===== src/rtl/core/kav_pkg.sv =====
package kav_pkg;

  localparam int COV_WIDTH_DEF = 48;
  localparam int DT_FRAC       = 16;
  localparam int VAR_FRAC      = 16;
  localparam int DT_W          = 18;
  localparam int DT2_W         = 36;
  localparam int DT3_W         = 38;
  localparam int DT4_W         = 40;
  localparam int SH_W          = 6;

  // one request to the shared multiplier: sign, magnitudes, shift, clamp limit
  typedef struct packed {
    logic            neg;
    logic [63:0]     ua;
    logic [63:0]     ub;
    logic [SH_W-1:0] sh;
    logic [63:0]     cap;
  } mul_req_t;

  typedef enum logic [2:0] {
    ST_IDLE,
    ST_ISSUE,
    ST_WAIT,
    ST_INNOV,
    ST_DIV,
    ST_DONE
  } state_t;

  typedef enum logic [4:0] {
    OP_DT2,
    OP_DT3,
    OP_DT4,
    OP_POS,
    OP_PP1,
    OP_PP2,
    OP_PP3,
    OP_PV1,
    OP_PV2,
    OP_VV1,
    OP_KP,
    OP_KV,
    OP_CP,
    OP_CV,
    OP_C1,
    OP_C2,
    OP_C3
  } op_t;

endpackage


===== src/rtl/core/kav_mul.sv =====
module kav_mul (
  input  logic                clk,
  input  logic                rst,
  input  logic                start,
  input  kav_pkg::mul_req_t   req,
  output logic                done,
  output logic signed [63:0]  res,
  output logic                sat
);
  import kav_pkg::*;

  logic         busy;
  logic [2:0]   cnt;
  mul_req_t     rq;
  logic [63:0]  pp;
  logic [1:0]   pp_pos;
  logic [127:0] acc;
  logic [31:0]  a_h;
  logic [31:0]  b_h;
  logic [63:0]  prod;
  logic [127:0] pp_ext;
  logic [127:0] shifted;
  logic [63:0]  m;
  logic [63:0]  mval;
  logic         over;

  // partial products in order lo*lo, lo*hi, hi*lo, hi*hi
  assign a_h  = cnt[1] ? rq.ua[63:32] : rq.ua[31:0];
  assign b_h  = cnt[0] ? rq.ub[63:32] : rq.ub[31:0];
  assign prod = a_h * b_h;

  always_comb begin
    unique case (pp_pos)
      2'd0:       pp_ext = {64'd0, pp};
      2'd1, 2'd2: pp_ext = {32'd0, pp, 32'd0};
      2'd3:       pp_ext = {pp, 64'd0};
    endcase
  end

  assign shifted = acc >> rq.sh;
  assign m       = shifted[63:0];
  assign over    = (|shifted[127:64]) || (m > rq.cap);
  assign mval    = over ? rq.cap : m;

  always_ff @(posedge clk) begin
    if (rst) begin
      busy <= 1'b0;
      cnt  <= 3'd0;
      done <= 1'b0;
    end else begin
      done <= 1'b0;
      if (start) begin
        busy <= 1'b1;
        cnt  <= 3'd0;
      end else if (busy) begin
        cnt <= cnt + 3'd1;
        if (cnt == 3'd5) begin
          busy <= 1'b0;
          done <= 1'b1;
        end
      end
    end
  end

  always_ff @(posedge clk) begin
    if (start) begin
      rq <= req;
      // preload the rounding half so the final shift rounds away from zero
      if (req.sh == '0) begin
        acc <= 128'd0;
      end else begin
        acc <= 128'd1 << (req.sh - 6'd1);
      end
    end else if (busy) begin
      if (cnt < 3'd4) begin
        pp     <= prod;
        pp_pos <= cnt[1:0];
      end
      if (cnt >= 3'd1 && cnt <= 3'd4) begin
        acc <= acc + pp_ext;
      end
      if (cnt == 3'd5) begin
        sat <= over;
        res <= rq.neg ? -mval : mval;
      end
    end
  end

endmodule


===== config.mk =====
export PLATFORM = sky130hd
export DESIGN_NAME = kav_mul
export DESIGN_NICKNAME = d
export VERILOG_FILES = /design/src/rtl/core/kav_pkg.sv /design/src/rtl/core/kav_mul.sv
export SDC_FILE = /design/constraint.sdc
export NUM_CORES = 2
export LEC_CHECK = 0
export BUFFER_PORTS_ARGS = -buffer_cell sky130_fd_sc_hd__buf_2
export CAP_MARGIN = 15
export CORE_MARGIN = 10
export CORE_UTILIZATION = 40
export CTS_CLUSTER_DIAMETER = 100
export DETAILED_ROUTE_END_ITERATION = 16
export SYNTH_ARGS = -nofsm -noshare
export SYNTH_HDL_FRONTEND = slang
export SYNTH_SLANG_ARGS = --single-unit

===== constraint.sdc =====
create_clock -name clk -period 13.9 [get_ports clk]
set_input_delay 0.695 -clock clk [delete_from_list [all_inputs] [get_ports clk]]
set_output_delay 0.695 -clock clk [all_outputs]
set_load 0.005 [all_outputs]

==> impl_metrics.csv <==
group,metric,value,unit
clocking,clk_pin_slew,60,ps
setup_path,worstPathMaxFanout,41,
yosys,ys_seq_elements,463,
clocking,clock-root-buffer,"clkbuf_16",
setup_path,cp.arrival,10730,ps
setup_path,path_class,"reg2reg",
routing,post_drt_wl_per_cell,27.4,um
routing,drc,0,
grt,grt_max_degree,163,
placed_design,place_congestion,1.03,
grt,antenna_found_initial,10,
yosys,avgSynthCellArea,9.54,um2
floorplan,core_area,181000,um2
cells_and_area,finalNetCount,9159,
yosys,syn_nets,9167,
cells_and_area,drive_gt1_share,12.1,%
status,status,"finished clean",
grt,grt_pass1_vias,61000,
sta,rsz0062_at_grt,"no",
routing,ant_nets,0,
sta,hold_viol,0,
grt,track_usage,26.8,%
placed_design,dpl.hpwl,217,mm
yosys,seq_area_frac_synth,19.1,%
sta,fin_setup_tns,0,ps
floorplan,std_cell_rows,156,
grt,grt_first_pass_wirelength,403,mm
floorplan,die_h,446,um
clocking,cts_tree,"built",
sta,max-slew-margin-rel,16.1,%
cells_and_area,synthToLayoutAreaGrowth,7.59,%
routing,routed_wl,274,mm
run,maxCapViolations,0,
clocking,cts_sinks,463,
yosys,synth-main-ff-cell,"edfxtp_1",
clocking,numCtsBuffers,60,
yosys,synth_edf_count,458,
clocking,postCtsResizedCells,0,
placed_design,io_buffers,267,
floorplan,dieArea,199000,um2
routing,via_per_inst,6.03,
floorplan,dieWidth,446,um
sta,tightest_slew,1260,ps
setup_path,required,14360,ps
yosys,yosysUniqueCellTypes,95,
routing,vias,60500,
yosys,async_reset_ff_share,0,%
grt,grt_remaining_overflow,0,
yosys,yosysWarnings,0,
clocking,clock_path_buffers,3,
yosys,syn_area,72500,um2
clocking,cts_hold_buf,0,
clocking,htree_levels,2,
floorplan,ioPinCount,268,
routing,firstDrtPassIters,8,
routing,drtIter0Drc,5895,
placed_design,placed_area,76100,um2
setup_path,end_kind,"register",
clocking,cts_setup_buffers,0,
setup_path,worst_setup_path_start_kind,"register",
hold_path,worstHoldPathType,"in2reg",
sta,setup_violations,0,
yosys,netlist_instances,7606,
clocking,clk_latency,770,ps
sta,min_period,10270,ps
sta,finalClockSkew,73.8,ps
sta,fin_crit_sh,73.9,%
sta,drv_slew,0,
cells_and_area,final_area,78000,um2
floorplan,start_util,40.2,%
sta,fmax,0.0974,GHz
-- layout make-up --
cell class              count  area, um2
fillers                 17600     103000
clock buffers              73       1560
inverters                1045       3930
flip-flops and latches    463      13900
clock inverters            37        414
multi-input cells        5669      53200
well taps                2370       2970
repair buffers            359       2090
diodes                      6       15.0
-- stage by stage --
stage / hold WS, ps / util, % / setup WS (ps) / instances
global route: 99.1 / 43.2 / 3240 / 10000
global placement: 607 / 42.1 / 3690 / 9906
floorplan: 432 / - / 2840 / 7606
CTS: 69.9 / 43.2 / 3660 / 10000
finish: 109 / 43.2 / 3630 / 10000
detailed placement: 606 / 42.1 / 3640 / 9906
-- logic make-up (layout without fill, tap and decap cells) --
family	count (synthesis)	after routing	share of synthesized area (%)
buffers and inverters	1474	1514	7.95
adders and majority gates	1359	1359	32.7
DFF	463	463	19.1
muxes	635	635	12.9
other	0	6	0
xor gates and xnor gates	247	247	2.98
AOI/OAI and AO/OA	1145	1145	10.4
and+or+nand+nor	2283	2283	13.9
-- path summary, 6_finish.rpt --
check,startpoint,endpoint,slack (ps),depth (start not counted)
worst max-delay path,cnt[1]$_SDFFE_PP0P_,pp[62]$_DFFE_PP_,3630,25
worst min-delay path,req[9],rq[9]$_DFFE_PP_,110,1
worst max register to register,cnt[1]$_SDFFE_PP0P_,pp[62]$_DFFE_PP_,3630,25
worst min register to register,cnt[2]$_SDFFE_PP0P_,cnt[2]$_SDFFE_PP0P_,640,2
-- per-layer routing --
metal / global-route usage (%) / part of all wire [%]
met1: 32.7 / 37
met2: 44.3 / 47
met3: 4.71 / 8.5
met4: 16.0 / 7.2
met5: 0 / 0.016
-- sequential cells by signal, indices dropped and copies added (netlist names) --
| signal | cells |
|---|---|
| rq | 199 |
| acc | 128 |
| pp | 64 |
| res | 64 |
| cnt | 3 |
| pp_pos | 2 |
| busy | 1 |
| done | 1 |
| sat | 1 |
-- worst max-delay path, cell delays in order, from the launching register on --
cell	delay (ps)
dfxtp_4	820
buf_4	630
mux2i_2	1050
nor2_1	180
fa_1	580
inv_1	50
fa_1	500
fa_1	450
fa_1	550
inv_1	50
fa_1	480
fa_1	570
fa_1	440
fa_1	510
ha_1	410
a21o_1	190
a21oi_1	150
o21ai_0	100
a21oi_1	230
o31ai_1	160
a21oi_1	380
o21ai_0	260
a211oi_1	590
o21ai_0	210
a31o_2	290
xor2_1	140
-- synthesized netlist by cell type, types with 12 or more instances --
cell	number	area share (%)
a211oi_1	38	0.39
a21boi_0	13	0.13
a21o_1	120	1.2
a21oi_1	308	2.1
a221oi_1	15	0.18
a22o_1	73	0.88
a31oi_1	38	0.33
and2_1	94	0.81
and3_1	32	0.28
buf_1	46	0.24
buf_2	57	0.39
buf_6	15	0.23
clkbuf_1	299	1.5
edfxtp_1	458	19
fa_1	897	25
ha_1	462	8.0
inv_1	1039	5.4
mux2_1	27	0.42
mux2_2	147	2.3
mux2i_1	236	3.3
mux4_2	221	6.9
nand2_1	747	3.9
nand2b_1	37	0.32
nand3_1	104	0.72
nand4_1	89	0.77
nor2_1	891	4.6
nor2b_1	34	0.29
nor3_1	96	0.66
nor3b_1	19	0.20
nor4_1	33	0.28
o211ai_1	28	0.29
o21a_1	22	0.23
o21ai_0	154	1.1
o21ai_1	44	0.30
o21bai_1	49	0.51
o22ai_1	73	0.63
o31ai_1	29	0.30
or2_2	17	0.15
or3_1	21	0.18
or4_1	12	0.12
xnor2_1	153	1.8
xor2_1	94	1.1
-- cells in the final DEF (no fill, tap or decap), types with 104 or more instances in the layout --
cell type	n
mux4_2	221
a21oi_1	308
mux2_2	147
mux2i_1	187
nand3_1	104
nor2_1	889
buf_2	266
a21o_1	120
nand2_1	747
fa_1	897
o21ai_0	153
ha_1	461
inv_1	1039
edfxtp_1	458
xnor2_1	153
Power is not shown: default switching activity piles up to over one toggle a cycle in this logic, so the estimate is an artifact.
