$ cat config.mk
export PLATFORM = sky130hd
export DESIGN_NAME = kav_div
export DESIGN_NICKNAME = d
export VERILOG_FILES = /design/src/rtl/core/kav_pkg.sv /design/src/rtl/core/kav_div.sv
export SDC_FILE = /design/constraint.sdc
export NUM_CORES = 1
export LEC_CHECK = 0
export BUFFER_PORTS_ARGS = -buffer_cell sky130_fd_sc_hd__buf_4
export CAP_MARGIN = 0
export CORE_AREA = 8 8 140 272
export DETAILED_ROUTE_END_ITERATION = 8
export DIE_AREA = 0 0 148 280
export GPL_TIMING_DRIVEN = 1
export MAX_ROUTING_LAYER = met4
export PLACE_DENSITY = 0.62
export SYNTH_ARGS = -nofsm -noshare
export SYNTH_HDL_FRONTEND = slang
export SYNTH_SLANG_ARGS = --single-unit
export TNS_END_PERCENT = 5
$ cat constraint.sdc
create_clock -name clk -period 7.9 [get_ports clk]
set_clock_uncertainty 0.2 [all_clocks]
set_input_delay 0.79 -clock clk [delete_from_list [all_inputs] [get_ports clk]]
set_output_delay 0.79 -clock clk [all_outputs]
set_load 0.02 [all_outputs]
$ cat src/rtl/core/kav_pkg.sv
package kav_pkg;

  localparam int COV_WIDTH_DEF = 48;
  localparam int DT_FRAC       = 16;
  localparam int VAR_FRAC      = 16;
  localparam int DT_W          = 18;
  localparam int DT2_W         = 36;
  localparam int DT3_W         = 38;
  localparam int DT4_W         = 40;
  localparam int SH_W          = 6;

  // one request to the shared multiplier: sign, magnitudes, shift, clamp limit
  typedef struct packed {
    logic            neg;
    logic [63:0]     ua;
    logic [63:0]     ub;
    logic [SH_W-1:0] sh;
    logic [63:0]     cap;
  } mul_req_t;

  typedef enum logic [2:0] {
    ST_IDLE,
    ST_ISSUE,
    ST_WAIT,
    ST_INNOV,
    ST_DIV,
    ST_DONE
  } state_t;

  typedef enum logic [4:0] {
    OP_DT2,
    OP_DT3,
    OP_DT4,
    OP_POS,
    OP_PP1,
    OP_PP2,
    OP_PP3,
    OP_PV1,
    OP_PV2,
    OP_VV1,
    OP_KP,
    OP_KV,
    OP_CP,
    OP_CV,
    OP_C1,
    OP_C2,
    OP_C3
  } op_t;

endpackage

$ cat src/rtl/core/kav_div.sv
module kav_div (
  input  logic        clk,
  input  logic        rst,
  input  logic        start,
  input  logic [63:0] num,
  input  logic [63:0] den,
  output logic        done,
  output logic [63:0] quo
);
  import kav_pkg::*;

  logic        busy;
  logic [5:0]  cnt;
  logic [63:0] rem;
  logic [63:0] d;
  logic [64:0] shifted;
  logic [64:0] diff;
  logic        ge;

  assign shifted = {rem, quo[63]};
  assign ge      = shifted >= {1'b0, d};
  assign diff    = shifted - {1'b0, d};

  always_ff @(posedge clk) begin
    if (rst) begin
      busy <= 1'b0;
      cnt  <= 6'd0;
      done <= 1'b0;
    end else begin
      done <= 1'b0;
      if (start) begin
        busy <= 1'b1;
        cnt  <= 6'd0;
      end else if (busy) begin
        cnt <= cnt + 6'd1;
        if (cnt == 6'd63) begin
          busy <= 1'b0;
          done <= 1'b1;
        end
      end
    end
  end

  // one quotient bit per cycle, restoring
  always_ff @(posedge clk) begin
    if (start) begin
      rem <= 64'd0;
      quo <= num;
      d   <= den;
    end else if (busy) begin
      rem <= ge ? diff[63:0] : shifted[63:0];
      quo <= {quo[62:0], ge};
    end
  end

endmodule

==> flow_metrics.env, run 1 <==
export IMPL_cap_viol_max_count=0
export IMPL_clock_sinks=200
export IMPL_grt_usage_pct=16.0
export IMPL_wl_met2_um=15400
export IMPL_dp_cells=1802
export IMPL_hold_viol_final=0
export IMPL_cp_end_kind="flip-flop"
export IMPL_clk_insertion_delay_late_ps=460
export IMPL_numPortBuffers=195
export IMPL_antenna_found_initial=1
export IMPL_finalPower_mw=2.88
export IMPL_crit_fanout=5
export IMPL_syn_avg_cell_area_um2=9.71
export IMPL_dpl_hpwl_um=23200
export IMPL_wl_met1_um=14400
export IMPL_ctsRootBufferMaster="clkbuf_16"
export IMPL_p_sw_share_pct=31.1
export IMPL_grt_ovfl_total=0
export IMPL_avgViaCountPerCell=5.20
export IMPL_synth_cell_type_count=72
export IMPL_synth_nets=1416
export IMPL_finalSetupViolCount=0
export IMPL_crit_path_start_kind="flip-flop"
export IMPL_start_util_pct=34.1
export IMPL_mostFrequentLayoutCells="buf_4 (200), nand2_1 (160), edfxtp_1 (128), nor2_1 (99), a21oi_1 (85)"
export IMPL_drive_gt1_share_pct=22.8
export IMPL_design_portCount=196
export IMPL_p_comb_share_pct=23.5
export IMPL_drt_wl_total_um=31700
export IMPL_final_common_cell="buf_4"
export IMPL_post_cts_resized=0
export IMPL_gp_congestion=0.888
export IMPL_synth_edf_count=128
export IMPL_cts_hold_buf=0
export IMPL_numCtsBuffers=17
export IMPL_slew_viol_final=0
export IMPL_highest_layer="met4"
export IMPL_drt_pass1_iter_count=5
export IMPL_wire_per_inst_um=17.3
export IMPL_finalNonFillerCells=1835
export IMPL_first_global_vias=9615
export IMPL_h_tree_depth=4
export IMPL_synth_seq_cells=200
export IMPL_async_flop_share_pct=0
export IMPL_fmax_mhz=243
export IMPL_critPathRequiredTime_ps=8070
export IMPL_grt_max_degree=76
export IMPL_ir_worst_vdd_mv=0.166
export IMPL_fin_nets=1573
export IMPL_drc=0
export IMPL_synth_ff_type="edfxtp_1"
export IMPL_post_route_period_util_pct=52.1
export IMPL_seq_area_frac_synth_pct=44.6
export IMPL_cp_data_arrival_time_ps=4290
export IMPL_core_area_mm2=0.0347
export IMPL_worstSetupPathType="reg -> reg"
export IMPL_path_clk_slew_ps=80
export IMPL_routed_wl_met3_um=1390
export IMPL_power_density_mw_per_mm2=203
export IMPL_min_delay_path_class="in -> reg"
export IMPL_synth_cells=1219
export IMPL_netlist_area_mm2=0.0118
export IMPL_ys_warn_count=0
export IMPL_leakage_nw=5.77
export IMPL_switching_power_mw=0.898
export IMPL_finalSetupTns_ps=0
export IMPL_finalCriticalPeriod_ps=4110
export IMPL_synthToLayoutAreaGrowth_pct=20.3
export IMPL_status="finished, final reports clean"
export IMPL_rsz0062_at_grt="false"
export IMPL_worst_pin_slew_ps=1040
export IMPL_relSlewSlack_pct=30.6
export IMPL_drtIter0Drc=531
export IMPL_seq_power_share_pct=43.7
export IMPL_internal_power_mw=1.99
export IMPL_fp_row_count=97
export IMPL_vias=9540
export IMPL_die_w_um=148
export IMPL_power_frac_clock_pct=32.8
export IMPL_post_cts_buffers=0
export IMPL_ant_nets=0
export IMPL_grt_pass1_wl_um=51400
export IMPL_cts_tree="yes"
export IMPL_cts_max_path_buffers=2
export IMPL_die_y_um=280
export IMPL_die_area_mm2=0.0414
[cell type report]
class / count / area, um2
sequential: 200 / 5290
timing repair buffer: 201 / 1510
multi-input combinational: 874 / 5950
fill: 3561 / 20500
clock buffer: 18 / 429
inverter: 82 / 308
antenna: 1 / 2.50
tap: 445 / 557
clock inverter: 14 / 199
[sequential cells by signal, indices dropped and copies added (netlist names)]
register  flops
d            64
quo          64
rem          64
cnt           6
busy          1
done          1
[layer usage]
metal  vias up  track usage (%)
li1       4751                -
met1      4536             19.4
met2       223             25.8
met3        30             3.55
met4         0             5.02
met5         -                -
[cell families (layout without fill, tap and decap cells)]
logic type               after synthesis  after routing  synth area share, %
AO/OA/AOI/OAI                        306            306                 17.6
adder cells (fa/ha/maj)               66             66                 7.04
multiplexers                          78             78                 7.29
other                                  0              1                    0
buffers and inverters                145            315                 5.12
AND/OR/NAND/NOR                      363            363                 13.8
XOR/XNOR                              61             61                 4.51
flip-flops                           200            200                 44.6
[critical path: stages (launching register included)]
cell and delay (ps):
edfxtp_1 380, inv_1 50, ha_1 210, fa_1 410, nand2b_1 180, a21o_1 190
a2111oi_0 570, o21ai_0 270, o211ai_1 610, a21oi_1 240, o21bai_1 200, xor2_1 160
nand2_1 80, a311oi_2 260
[power by group through the flow]
stage	sequential (mW)	combinational [mW]	clock, mW
after floorplan	1.31	0.426	0
after global placement	1.28	0.677	0
after detailed placement	1.28	0.676	0
after CTS	1.26	0.680	0.979
after global routing	1.27	0.749	1.01
final	1.26	0.678	0.945
[final timing paths]
kind	slack, ps	cells past startpoint	start	end
hold reg to reg	280	2	rem[36]	rem[36]
setup reg to reg	3790	13	quo[63]	rem[38]
hold / removal	270	2	rst	busy
setup / recovery	3790	13	quo[63]	rem[38]
[stage by stage]
stage          utilization [%]  hold slack (ps)  setup slack (ps)  cell area [um2]
3_3_place_gp              39.2              263              3920            13600
2_1_floorplan                -              234              4450            11800
6_report                  41.0              272              3790            14200
3_5_place_dp              39.2              265              3870            13600
5_1_grt                   41.0              246              3460            14200
4_1_cts                   41.0              243              3830            14200
[cell usage after synthesis (all sizes together) (7+ instances only)]
cell type  instances  area share, %
a211oi             7           0.44
a21o              22            1.4
a21oi             86            3.7
a311oi            41            3.6
a31oi             12           0.63
and3              12           0.63
buf               18            1.1
clkbuf            45            1.4
dfxtp             72             12
edfxtp           128             32
ha                65            6.9
inv               82            2.6
mux2              66            6.3
mux2i             12            1.0
nand2            160            5.1
nand2b            11           0.58
nand3             15           0.63
nand4             22            1.2
nor2              99            3.1
nor3              12           0.51
o211ai            10           0.63
o21a               9           0.57
o21ai             62            2.6
o21bai            15           0.95
xnor2             33            2.4
xor2              28            2.1
Power figures use the tool's default switching activity.
==> run 2: changes to the inputs <==
--- a/config.mk
+++ b/config.mk
@@ -5,11 +5,12 @@
 export SDC_FILE = /design/constraint.sdc
 export NUM_CORES = 1
 export LEC_CHECK = 0
+export ABC_AREA = 1
 export BUFFER_PORTS_ARGS = -buffer_cell sky130_fd_sc_hd__buf_4
 export CAP_MARGIN = 0
-export CORE_AREA = 8 8 140 272
+export CORE_AREA = 8 8 152 297
 export DETAILED_ROUTE_END_ITERATION = 8
-export DIE_AREA = 0 0 148 280
+export DIE_AREA = 0 0 160 305
 export GPL_TIMING_DRIVEN = 1
 export MAX_ROUTING_LAYER = met4
 export PLACE_DENSITY = 0.62
==> constraint.sdc (replaced) <==
create_clock -name clk -period 4.3 [get_ports clk]
set_clock_uncertainty 0.2 [all_clocks]
set_input_delay 0.43 -clock clk [delete_from_list [all_inputs] [get_ports clk]]
set_output_delay 0.43 -clock clk [all_outputs]
set_load 0.02 [all_outputs]
==> flow_metrics.env, run 2 <==
export IMPL_die_y_um=305
export IMPL_gp_congestion=0.987
export IMPL_wire_per_inst_um=15.2
export IMPL_leakage_nw=9.56
export IMPL_critPathRequiredTime_ps=4420
export IMPL_antenna_found_initial=1
export IMPL_status="finished, final reports clean"
export IMPL_ir_worst_vdd_mv=0.293
export IMPL_avgViaCountPerCell=4.51
export IMPL_core_area_mm2=0.0414
export IMPL_finalPower_mw=4.84
export IMPL_ctsRootBufferMaster="clkbuf_16"
export IMPL_mostFrequentLayoutCells="nand2_1 (911), inv_1 (434), buf_4 (202), nand3_1 (153), edfxtp_1 (128)"
export IMPL_ys_warn_count=0
export IMPL_start_util_pct=34.5
export IMPL_synth_seq_cells=200
export IMPL_synthMostInstantiatedCell="nand2_1"
export IMPL_dpl_hpwl_um=36300
export IMPL_synth_common_cells="nand2_1 (911), inv_1 (435), nand3_1 (153)"
export IMPL_synthToLayoutAreaGrowth_pct=24.7
export IMPL_worstSetupPathType="reg -> reg"
export IMPL_clk_insertion_delay_late_ps=480
export IMPL_fmax_mhz=309
export IMPL_first_global_vias=13300
export IMPL_synth_cell_type_count=38
export IMPL_async_flop_share_pct=0
export IMPL_synth_top_area_share_pct=26.9
export IMPL_crit_family="simple AND/OR/NAND/NOR gates"
export IMPL_cp_data_arrival_time_ps=3370
export IMPL_worst_pin_slew_ps=1090
export IMPL_fin_nets=2643
export IMPL_seq_area_frac_synth_pct=37.0
export IMPL_finalNonFillerCells=3000
export IMPL_die_w_um=160
export IMPL_yosysTopAreaCell="edfxtp_1"
export IMPL_final_common_cell="nand2_1"
export IMPL_drt_wl_total_um=45600
export IMPL_post_cts_resized=0
export IMPL_cpPeakStageDelay_ps=600
export IMPL_crit_fanout=65
export IMPL_finalSetupViolCount=0
export IMPL_dp_cells=2877
export IMPL_fp_row_count=106
export IMPL_synthTopCellsByArea="edfxtp_1 (27%), nand2_1 (24%), inv_1 (11%), dfxtp_1 (10%), ha_1 (5.7%)"
export IMPL_seq_power_share_pct=46.1
export IMPL_numPortBuffers=195
export IMPL_ant_nets=0
export IMPL_slowest_stage="buf_4"
export IMPL_drtIter0Drc=781
export IMPL_path_cells="inv_1 > ha_1 > nand2_1 > inv_1 > a21oi_1 > nand2_1 > nand2_1 > nand2_1 > nand2_1 > nand2_1 > nor2_4 > buf_4 > nand3_1 > nand3_1 > o21ai_0"
export IMPL_internal_power_mw=3.36
export IMPL_grt_usage_pct=19.4
export IMPL_cp_end_kind="flip-flop"
export IMPL_power_density_mw_per_mm2=272
export IMPL_clock_sinks=200
export IMPL_netlist_area_mm2=0.0143
export IMPL_post_route_period_util_pct=75.4
export IMPL_switching_power_mw=1.48
export IMPL_h_tree_depth=4
export IMPL_cts_max_path_buffers=2
export IMPL_synth_ff_type="edfxtp_1"
export IMPL_path_clk_slew_ps=90
export IMPL_relSlewSlack_pct=27.2
export IMPL_cp_num_buf_inv=3
export IMPL_power_frac_clock_pct=37.8
export IMPL_p_comb_share_pct=16.1
export IMPL_reg_top3="d (64), quo (64), rem (64)"
export IMPL_rsz0062_at_grt="false"
export IMPL_finalCriticalPeriod_ps=3240
export IMPL_synth_cells=2180
export IMPL_drc=0
export IMPL_crit_path_start_kind="flip-flop"
export IMPL_grt_max_degree=66
export IMPL_finalSetupTns_ps=0
export IMPL_hold_viol_final=0
export IMPL_syn_avg_cell_area_um2=6.55
export IMPL_min_delay_path_class="in -> reg"
export IMPL_crit_top_cell="nand2_1"
export IMPL_drt_pass1_iter_count=5
export IMPL_numCtsBuffers=17
export IMPL_vias=13500
export IMPL_die_area_mm2=0.0488
export IMPL_p_sw_share_pct=30.6
export IMPL_synth_nets=2377
export IMPL_grt_pass1_wl_um=72700
export IMPL_post_cts_buffers=0
export IMPL_grt_ovfl_total=0
export IMPL_cts_tree="yes"
export IMPL_utilization_pct=43.1
export IMPL_drive_gt1_share_pct=11.6
export IMPL_slew_viol_final=0
export IMPL_cap_viol_max_count=0
export IMPL_design_portCount=196
export IMPL_synth_edf_count=128
## run 2: cell types whose count changed after synthesis, moves of 25 or more
cell,before,now
mux2_2,65,0
inv_1,81,435
xor2_1,28,3
nand3_1,15,153
nand3b_1,1,33
a311oi_1,31,0
nand2_1,160,911
a21oi_1,85,55
## run 2: worst paths after layout
kind | start | cells after the start | end | slack (ps)
setup / recovery | d[40] | 15 | rem[14] | 1060
setup reg to reg | d[40] | 15 | rem[14] | 1060
hold reg to reg | rem[28] | 2 | rem[28] | 270
hold / removal | num[12] | 3 | quo[12] | 20
## run 2: routing by layer
layer,up-vias,share of wire [%],track usage (%)
li1,7185,-,-
met1,5973,44,22.8
met2,293,49,32.3
met3,74,3.7,3.00
met4,0,3.8,8.21
met5,-,0,-
## run 2: cells by family (layout without fill, tap and decap cells)
kind of cell / after synthesis / in the layout / share of synthesized area [%]
xor gates and xnor gates: 31 / 31 / 1.90
and+or+nand+nor: 1282 / 1282 / 37.6
other: 0 / 1 / 0
AOI/OAI and AO/OA: 112 / 112 / 4.19
adders and majority gates: 66 / 66 / 5.83
DFF: 200 / 200 / 37.0
buffers and inverters: 489 / 768 / 13.5
## run 2: power by group through the flow
| stage | clock network [mW] | logic (mW) | registers [mW] |
|---|---|---|---|
| floorplan | 0 | 0.325 | 2.34 |
| global placement | 0 | 0.717 | 2.27 |
| detailed placement | 0 | 0.719 | 2.27 |
| CTS | 1.88 | 0.790 | 2.23 |
| global route | 1.94 | 0.862 | 2.24 |
| finish | 1.83 | 0.780 | 2.23 |
## run 2: timing repair
action	4_1_cts	5_1_grt
endpoints found under the hold margin	90	0
setup endpoints to repair	0	0
hold buffers	90	0
## run 2: stage by stage
stage	setup slack [ps]	area, um2	hold WS, ps
2_1_floorplan	1060	14300	244
3_3_place_gp	1160	16200	256
3_5_place_dp	1140	16200	259
4_1_cts	1110	17800	0.933
5_1_grt	787	17800	1.51
6_report	1060	17800	20.8
## run 2: worst min-delay path, stage by stage
cell and delay [ps]:
buf_4 70, nand2_1 40, nand2_1 50
## run 2: cell type report
| class | instances | area [um2] |
|---|---|---|
| Multi-Input combinational cell | 1491 | 7080 |
| Clock buffer | 17 | 425 |
| Fill cell | 4419 | 23600 |
| Tap cell | 540 | 676 |
| Clock inverter | 15 | 245 |
| Antenna cell | 1 | 2.50 |
| Sequential cell | 200 | 5290 |
| Timing Repair Buffer | 293 | 2440 |
| Inverter | 443 | 1660 |
